[src/bcfa_pkg.sv]
package bcfa_pkg;

  localparam int unsigned InDataW  = 48;
  localparam int unsigned OutDataW = 72;

  typedef enum logic [1:0] {
    FuncMode = 2'd0,
    FuncUp   = 2'd1,
    FuncDown = 2'd2,
    FuncLoad = 2'd3
  } func_e;

  // edit mode codes
  localparam logic [3:0] ModeNone    = 4'd0;
  localparam logic [3:0] ModeSec     = 4'd1;
  localparam logic [3:0] ModeMin     = 4'd2;
  localparam logic [3:0] ModeHour    = 4'd3;
  localparam logic [3:0] ModeDate    = 4'd4;
  localparam logic [3:0] ModeMonth   = 4'd5;
  localparam logic [3:0] ModeYear    = 4'd6;
  localparam logic [3:0] ModeWeekday = 4'd7;
  localparam logic [3:0] ModeAlSec   = 4'd8;
  localparam logic [3:0] ModeAlMin   = 4'd9;
  localparam logic [3:0] ModeAlHour  = 4'd10;
  localparam logic [3:0] ModeLast    = ModeAlHour;

  function automatic logic [7:0] lim_lo(input logic [3:0] mode);
    logic [7:0] r;
    case (mode)
      ModeDate, ModeMonth, ModeWeekday: r = 8'h01;
      default:                          r = 8'h00;
    endcase
    return r;
  endfunction

  function automatic logic [7:0] lim_hi(input logic [3:0] mode);
    logic [7:0] r;
    case (mode)
      ModeSec, ModeMin, ModeAlSec, ModeAlMin: r = 8'h59;
      ModeHour, ModeAlHour:                   r = 8'h23;
      ModeDate:                               r = 8'h31;
      ModeMonth:                              r = 8'h12;
      ModeYear:                               r = 8'h99;
      ModeWeekday:                            r = 8'h07;
      default:                                r = 8'h00;
    endcase
    return r;
  endfunction

  function automatic logic [7:0] lim_mask(input logic [3:0] mode);
    logic [7:0] r;
    case (mode)
      ModeSec, ModeMin, ModeAlSec, ModeAlMin: r = 8'h7f;
      ModeHour, ModeAlHour, ModeDate:         r = 8'h3f;
      ModeMonth:                              r = 8'h1f;
      ModeYear:                               r = 8'hff;
      ModeWeekday:                            r = 8'h07;
      default:                                r = 8'h00;
    endcase
    return r;
  endfunction

endpackage

[src/bcfa_field_step.sv]
module bcfa_field_step (
  input  logic [7:0] val_i,
  input  logic [3:0] mode_i,
  input  logic       up_i,
  output logic [7:0] val_o
);
  import bcfa_pkg::*;

  logic [7:0] lo, hi, mask, tmp;

  always_comb begin
    lo    = lim_lo(mode_i);
    hi    = lim_hi(mode_i);
    mask  = lim_mask(mode_i);
    tmp   = 8'h00;
    val_o = 8'h00;
    if (up_i) begin
      if (val_i >= hi) begin
        val_o = lo;
      end else begin
        tmp = val_i + 8'd1;
        // skip the non-decimal low digits
        if (tmp[3:0] == 4'ha) begin
          tmp = tmp + 8'd6;
        end
        val_o = tmp & mask;
      end
    end else begin
      if (val_i <= lo) begin
        val_o = hi;
      end else begin
        tmp = val_i - 8'd1;
        if (tmp[3:0] == 4'hf) begin
          tmp = tmp - 8'd6;
        end
        val_o = tmp & mask;
      end
    end
  end

endmodule

[src/bcd_clock_field_adjust.sv]
// BCD clock/calendar setting block. Each input transaction is a key (tuser: 0 mode, 1 up,
// 2 down) or a load of fresh clock values (tuser 3, values in tdata). Every transaction
// gives exactly one result with all clock and alarm fields, the edit mode and the alarm
// match flag, all after the update. One transaction per cycle is sustained while the result
// side is not stalled; an input register is followed by the result register, with a single BCD
// increment/decrement unit and the field registers updated in between.
module bcd_clock_field_adjust (
  input  logic                            clk_i,
  input  logic                            rst_ni,
  input  logic                            s_axis_tvalid,
  output logic                            s_axis_tready,
  // load_sec, load_min, load_hour, load_weekday, load_date, load_month, load_year, zero pad
  input  logic [bcfa_pkg::InDataW-1:0]    s_axis_tdata,
  // func
  input  logic [1:0]                      s_axis_tuser,
  output logic                            m_axis_tvalid,
  input  logic                            m_axis_tready,
  // sec, minute, hour, weekday, date, month, year, alarm_sec, alarm_min, alarm_hour,
  // edit_mode, alarm_match, zero pad
  output logic [bcfa_pkg::OutDataW-1:0]   m_axis_tdata
);
  import bcfa_pkg::*;

  logic                in_valid_q;
  func_e               in_func_q;
  logic [InDataW-1:0]  in_data_q;
  logic                out_valid_q;
  logic [OutDataW-1:0] out_data_q, out_data_d;
  logic                advance;

  logic [6:0] sec_q, sec_d, min_q, min_d, al_sec_q, al_sec_d, al_min_q, al_min_d;
  logic [5:0] hour_q, hour_d, date_q, date_d, al_hour_q, al_hour_d;
  logic [2:0] wday_q, wday_d;
  logic [4:0] month_q, month_d;
  logic [7:0] year_q, year_d;
  logic [3:0] mode_q, mode_d;
  logic [7:0] sel_val, adj_val;
  logic       match;

  assign advance       = in_valid_q && (!out_valid_q || m_axis_tready);
  assign s_axis_tready = !in_valid_q || advance;
  assign m_axis_tvalid = out_valid_q;
  assign m_axis_tdata  = out_data_q;

  always_comb begin
    case (mode_q)
      ModeSec:     sel_val = {1'b0, sec_q};
      ModeMin:     sel_val = {1'b0, min_q};
      ModeHour:    sel_val = {2'b0, hour_q};
      ModeDate:    sel_val = {2'b0, date_q};
      ModeMonth:   sel_val = {3'b0, month_q};
      ModeYear:    sel_val = year_q;
      ModeWeekday: sel_val = {5'b0, wday_q};
      ModeAlSec:   sel_val = {1'b0, al_sec_q};
      ModeAlMin:   sel_val = {1'b0, al_min_q};
      ModeAlHour:  sel_val = {2'b0, al_hour_q};
      default:     sel_val = 8'h00;
    endcase
  end

  bcfa_field_step u_step (
    .val_i  (sel_val),
    .mode_i (mode_q),
    .up_i   (in_func_q == FuncUp),
    .val_o  (adj_val)
  );

  always_comb begin
    sec_d     = sec_q;
    min_d     = min_q;
    hour_d    = hour_q;
    wday_d    = wday_q;
    date_d    = date_q;
    month_d   = month_q;
    year_d    = year_q;
    al_sec_d  = al_sec_q;
    al_min_d  = al_min_q;
    al_hour_d = al_hour_q;
    mode_d    = mode_q;
    case (in_func_q)
      FuncMode: begin
        mode_d = (mode_q < ModeLast) ? mode_q + 4'd1 : ModeNone;
      end
      FuncLoad: begin
        sec_d   = in_data_q[6:0];
        min_d   = in_data_q[13:7];
        hour_d  = in_data_q[19:14];
        wday_d  = in_data_q[22:20];
        date_d  = in_data_q[28:23];
        month_d = in_data_q[33:29];
        year_d  = in_data_q[41:34];
      end
      default: begin
        case (mode_q)
          ModeSec:     sec_d     = adj_val[6:0];
          ModeMin:     min_d     = adj_val[6:0];
          ModeHour:    hour_d    = adj_val[5:0];
          ModeDate:    date_d    = adj_val[5:0];
          ModeMonth:   month_d   = adj_val[4:0];
          ModeYear:    year_d    = adj_val;
          ModeWeekday: wday_d    = adj_val[2:0];
          ModeAlSec:   al_sec_d  = adj_val[6:0];
          ModeAlMin:   al_min_d  = adj_val[6:0];
          ModeAlHour:  al_hour_d = adj_val[5:0];
          default: ;
        endcase
      end
    endcase
    match = (hour_d == al_hour_d) && (min_d == al_min_d) && (sec_d == al_sec_d);
    out_data_d = {5'b0, match, mode_d, al_hour_d, al_min_d, al_sec_d,
                  year_d, month_d, date_d, wday_d, hour_d, min_d, sec_d};
  end

  always_ff @(posedge clk_i or negedge rst_ni) begin
    if (!rst_ni) begin
      in_valid_q  <= 1'b0;
      out_valid_q <= 1'b0;
      sec_q       <= 7'h00;
      min_q       <= 7'h00;
      hour_q      <= 6'h00;
      wday_q      <= 3'd1;
      date_q      <= 6'h01;
      month_q     <= 5'h01;
      year_q      <= 8'h00;
      al_sec_q    <= 7'h00;
      al_min_q    <= 7'h00;
      al_hour_q   <= 6'h00;
      mode_q      <= ModeNone;
    end else begin
      if (s_axis_tready) begin
        in_valid_q <= s_axis_tvalid;
      end
      if (advance) begin
        out_valid_q <= 1'b1;
        sec_q       <= sec_d;
        min_q       <= min_d;
        hour_q      <= hour_d;
        wday_q      <= wday_d;
        date_q      <= date_d;
        month_q     <= month_d;
        year_q      <= year_d;
        al_sec_q    <= al_sec_d;
        al_min_q    <= al_min_d;
        al_hour_q   <= al_hour_d;
        mode_q      <= mode_d;
      end else if (m_axis_tready) begin
        out_valid_q <= 1'b0;
      end
    end
  end

  always_ff @(posedge clk_i) begin
    if (s_axis_tready && s_axis_tvalid) begin
      in_func_q <= func_e'(s_axis_tuser);
      in_data_q <= s_axis_tdata;
    end
    if (advance) begin
      out_data_q <= out_data_d;
    end
  end

endmodule

[config.mk]
export PLATFORM = sky130hd
export DESIGN_NAME = bcd_clock_field_adjust
export DESIGN_NICKNAME = d
export VERILOG_FILES = /design/src/bcfa_pkg.sv /design/src/bcfa_field_step.sv /design/src/bcd_clock_field_adjust.sv
export SDC_FILE = /design/constraint.sdc
export NUM_CORES = 1
export LEC_CHECK = 0
export BUFFER_PORTS_ARGS = -buffer_cell sky130_fd_sc_hd__buf_2
export CAP_MARGIN = 20
export CORE_UTILIZATION = 40
export CTS_CLUSTER_SIZE = 20
export DETAILED_ROUTE_END_ITERATION = 12
export PLACE_DENSITY = 0.56
export SLEW_MARGIN = 20
export SYNTH_ARGS = -nofsm -noshare
export SYNTH_HDL_FRONTEND = slang
export SYNTH_SLANG_ARGS = --single-unit
[constraint.sdc]
create_clock -name clk_i -period 14.7 [get_ports clk_i]
set_input_delay 2.205 -clock clk_i [delete_from_list [all_inputs] [get_ports clk_i]]
set_output_delay 2.205 -clock clk_i [all_outputs]
set_load 0.03 [all_outputs]
==> flow_summary.ini <==
[run_status]
status = completed

[logic_synthesis]
dominantRegCellSynth = edfxtp_1
syn_inst = 1027
netlist_area_um2 = 9900
synth.distinct_cells = 86
synth_edf_count = 111
ys_ff_latch = 179
ys.warnings.count = 0
async_flop_share = 0.380
avgSynthCellArea_um2 = 9.64
synth-seq-area-share = 0.509

[critical_path]
crit_fanout = 24
critPathKind = register to register
cp.required_ns = 14.99
cp-start-kind = register
critPathCaptureType = register
cp_data_arrival_time_ns = 6.50

[placement]
routabilityCongestion = 0.903
dp_cells = 1425
place_area_um2 = 10800
numPortBuffers = 116
dp_hpwl_mm = 21.3

[detailed_routing]
antenna_left = 0
dr.pass1.iters = 8
routed_wl_mm = 31.8
vias = 8486
drt_iter0_markers = 860
wl_per_cell_um = 21.8
route.detailed.vias_per_inst = 5.82
drc = 0

[die]
initial_core_util = 0.407
io_pins = 128
dieArea_um2 = 25400
dieHeight_um = 159
core_area_um2 = 24300
rows = 57
die_w_um = 159

[sta]
relSlewSlack = 0.277
finClkSkew_ns = 0.0139
setup-tns-final_ns = 0
max_freq_ghz = 0.161
finalHoldViolCount = 0
report.final.slew_viol_count = 0
fin_crit_ns = 6.22
worstMarginPinSlew_ns = 1.07
period_share = 0.423
final-setup-viol-count = 0
rsz0062_at_grt = no

[clock_tree]
htree_levels = 4
clock_latency_ns = 0.44
clockBufferDepth = 2
numCtsBuffers = 17
cts_setup_buffers = 0
ctsResizeCount = 0
numClockSinks = 179
ctsHoldBuffers = 0
path_clk_slew_ns = 0.08
cts_root_buf = clkbuf_16
cts_tree = built

[min_path]
hold_path_class = register to register

[global_routing]
use_met3 = 0.0435
use_met1 = 0.352
overflow = 0
grt_pass1_wl_mm = 48.5
grt_max_degree = 74
grt_pass1_vias = 7952
track_usage = 0.252
antenna_found_initial = 0
top_usage_layer = met2
grt_util_met2 = 0.401

[layout]
final_cell_area_um2 = 11400
areaGrowthSynthToFinish_pct = 15.1
diodes = 0
layout_commonest_cell = nand2_1
fin_cells = 1457
fin_nets = 1200
drive_above_1_share = 0.187
final_cell_mix = 222 x nand2_1, 116 x buf_2, 111 x edfxtp_1

[power_and_ir_drop]
leakagePower_nw = 4.71
power_density_nw_per_um2 = 236
ir_drop_v = 0.000104
power_mw = 2.68

[job]
maxCapViolCount = 0
[report_power, final]
part | leakage (nW) | internal, mW | switching [mW]
clock network | 0.296 | 0.235 | 0.244
logic | 2.46 | 0.467 | 1.00
registers | 1.96 | 0.661 | 0.0777
total | 4.71 | 1.36 | 1.32
[flip-flops by register name, summed over array words and instances, names as in the netlist, 2 cells and up]
signal,count
in_data_q,42
wday_q,3
min_q,7
year_q,8
sec_q,7
month_q,5
al_hour_q,6
al_sec_q,7
al_min_q,7
m_axis_tdata,67
date_q,6
mode_q,4
in_func_q,2
hour_q,6
[logic make-up (layout without fill, tap and decap cells)]
family / Yosys count / count (layout) / synth area share
buffers and inverters: 96 / 198 / 0.0418
multiplexers: 25 / 25 / 0.0273
XOR/XNOR: 14 / 14 / 0.0124
adder cells (fa/ha/maj): 26 / 26 / 0.0329
flip-flops: 179 / 179 / 0.509
AO/OA/AOI/OAI: 278 / 278 / 0.190
other: 1 / 5 / 0.000379
AND/OR/NAND/NOR: 408 / 408 / 0.186
[area by class of cell]
| class | instances | area [um^2] |
|---|---|---|
| clock buffer | 17 | 425 |
| multi-input combinational | 756 | 4480 |
| clock inverter | 15 | 195 |
| timing repair buffer | 138 | 746 |
| inverter | 28 | 108 |
| sequential | 179 | 5040 |
| fill | 2321 | 12900 |
| tap | 324 | 405 |
[critical path, stage by stage, from the launching register on]
cell,delay [ns]
dfrtp_1,0.51
inv_1,0.21
ha_1,0.22
buf_4,0.24
a222oi_1,0.49
a21oi_1,0.15
a21oi_2,0.61
inv_2,0.27
ha_1,0.37
a211oi_1,0.21
o21ai_0,0.11
a21oi_1,0.44
a21boi_0,0.29
o21ai_0,0.15
o311ai_2,0.13
buf_4,0.29
nor2_1,0.08
a2111oi_0,0.45
nand4_1,0.21
nor3_1,0.24
nand4_1,0.17
nor3_2,0.18
[metrics by stage]
step / hold slack, ns / setup WS, ns / utilization
finish: 0.479 / 8.48 / 0.468
detailed placement: 0.472 / 8.59 / 0.443
CTS: 0.484 / 8.53 / 0.468
floorplan: 0.446 / 9.22 / -
global placement: 0.458 / 8.58 / 0.443
global route: 0.498 / 8.00 / 0.468
[worst paths after layout]
check,start,endpoint,slack [ns],depth (start not counted)
worst max-delay path,mode_q[1]$_DFFE_PN0P_,m_axis_tdata[66]$_DFFE_PP_,8.48,21
worst min-delay path,month_q[0]$_DFFE_PN1P_,month_q[0]$_DFFE_PN1P_,0.48,2
worst max register to register,mode_q[1]$_DFFE_PN0P_,m_axis_tdata[66]$_DFFE_PP_,8.48,21
worst min register to register,month_q[0]$_DFFE_PN1P_,month_q[0]$_DFFE_PN1P_,0.48,2
max in group asynchronous,rst_ni,year_q[1]$_DFFE_PN0P_,12.02,2
min in group asynchronous,rst_ni,al_sec_q[5]$_DFFE_PN0P_,1.97,2
[synth_stat cells (4+ instances only)]
| master | number | share of area |
|---|---|---|
| a2111oi_0 | 4 | 0.0035 |
| a211o_1 | 5 | 0.0044 |
| a211oi_1 | 5 | 0.0038 |
| a21boi_0 | 5 | 0.0038 |
| a21oi_1 | 72 | 0.036 |
| a22o_1 | 9 | 0.0080 |
| a22oi_1 | 15 | 0.011 |
| a31oi_1 | 14 | 0.0088 |
| a32oi_1 | 23 | 0.020 |
| and3_1 | 9 | 0.0057 |
| buf_1 | 5 | 0.0019 |
| buf_2 | 16 | 0.0081 |
| buf_4 | 7 | 0.0053 |
| clkbuf_1 | 39 | 0.015 |
| clkinv_1 | 4 | 0.0015 |
| dfrtp_1 | 65 | 0.16 |
| edfxtp_1 | 111 | 0.34 |
| ha_1 | 26 | 0.033 |
| inv_1 | 21 | 0.0080 |
| mux2_2 | 15 | 0.017 |
| mux2i_1 | 9 | 0.0091 |
| nand2_1 | 223 | 0.085 |
| nand2b_1 | 9 | 0.0057 |
| nand3_1 | 41 | 0.021 |
| nand3b_1 | 8 | 0.0061 |
| nand4_1 | 5 | 0.0032 |
| nor2_1 | 58 | 0.022 |
| nor2b_1 | 7 | 0.0044 |
| nor3_1 | 15 | 0.0076 |
| nor4_1 | 7 | 0.0044 |
| o21a_1 | 5 | 0.0038 |
| o21ai_0 | 60 | 0.030 |
| o22ai_1 | 9 | 0.0057 |
| or4_1 | 4 | 0.0030 |
| xnor2_1 | 10 | 0.0088 |
| xor2_1 | 4 | 0.0035 |
[per-layer routing]
layer	vias to the layer above	part of all wire
met3	41	0.072
met2	384	0.47
li1	3967	-
met4	0	0.017
met5	-	0
met1	4094	0.44
Note: power is estimated with default switching activity, not from simulation.
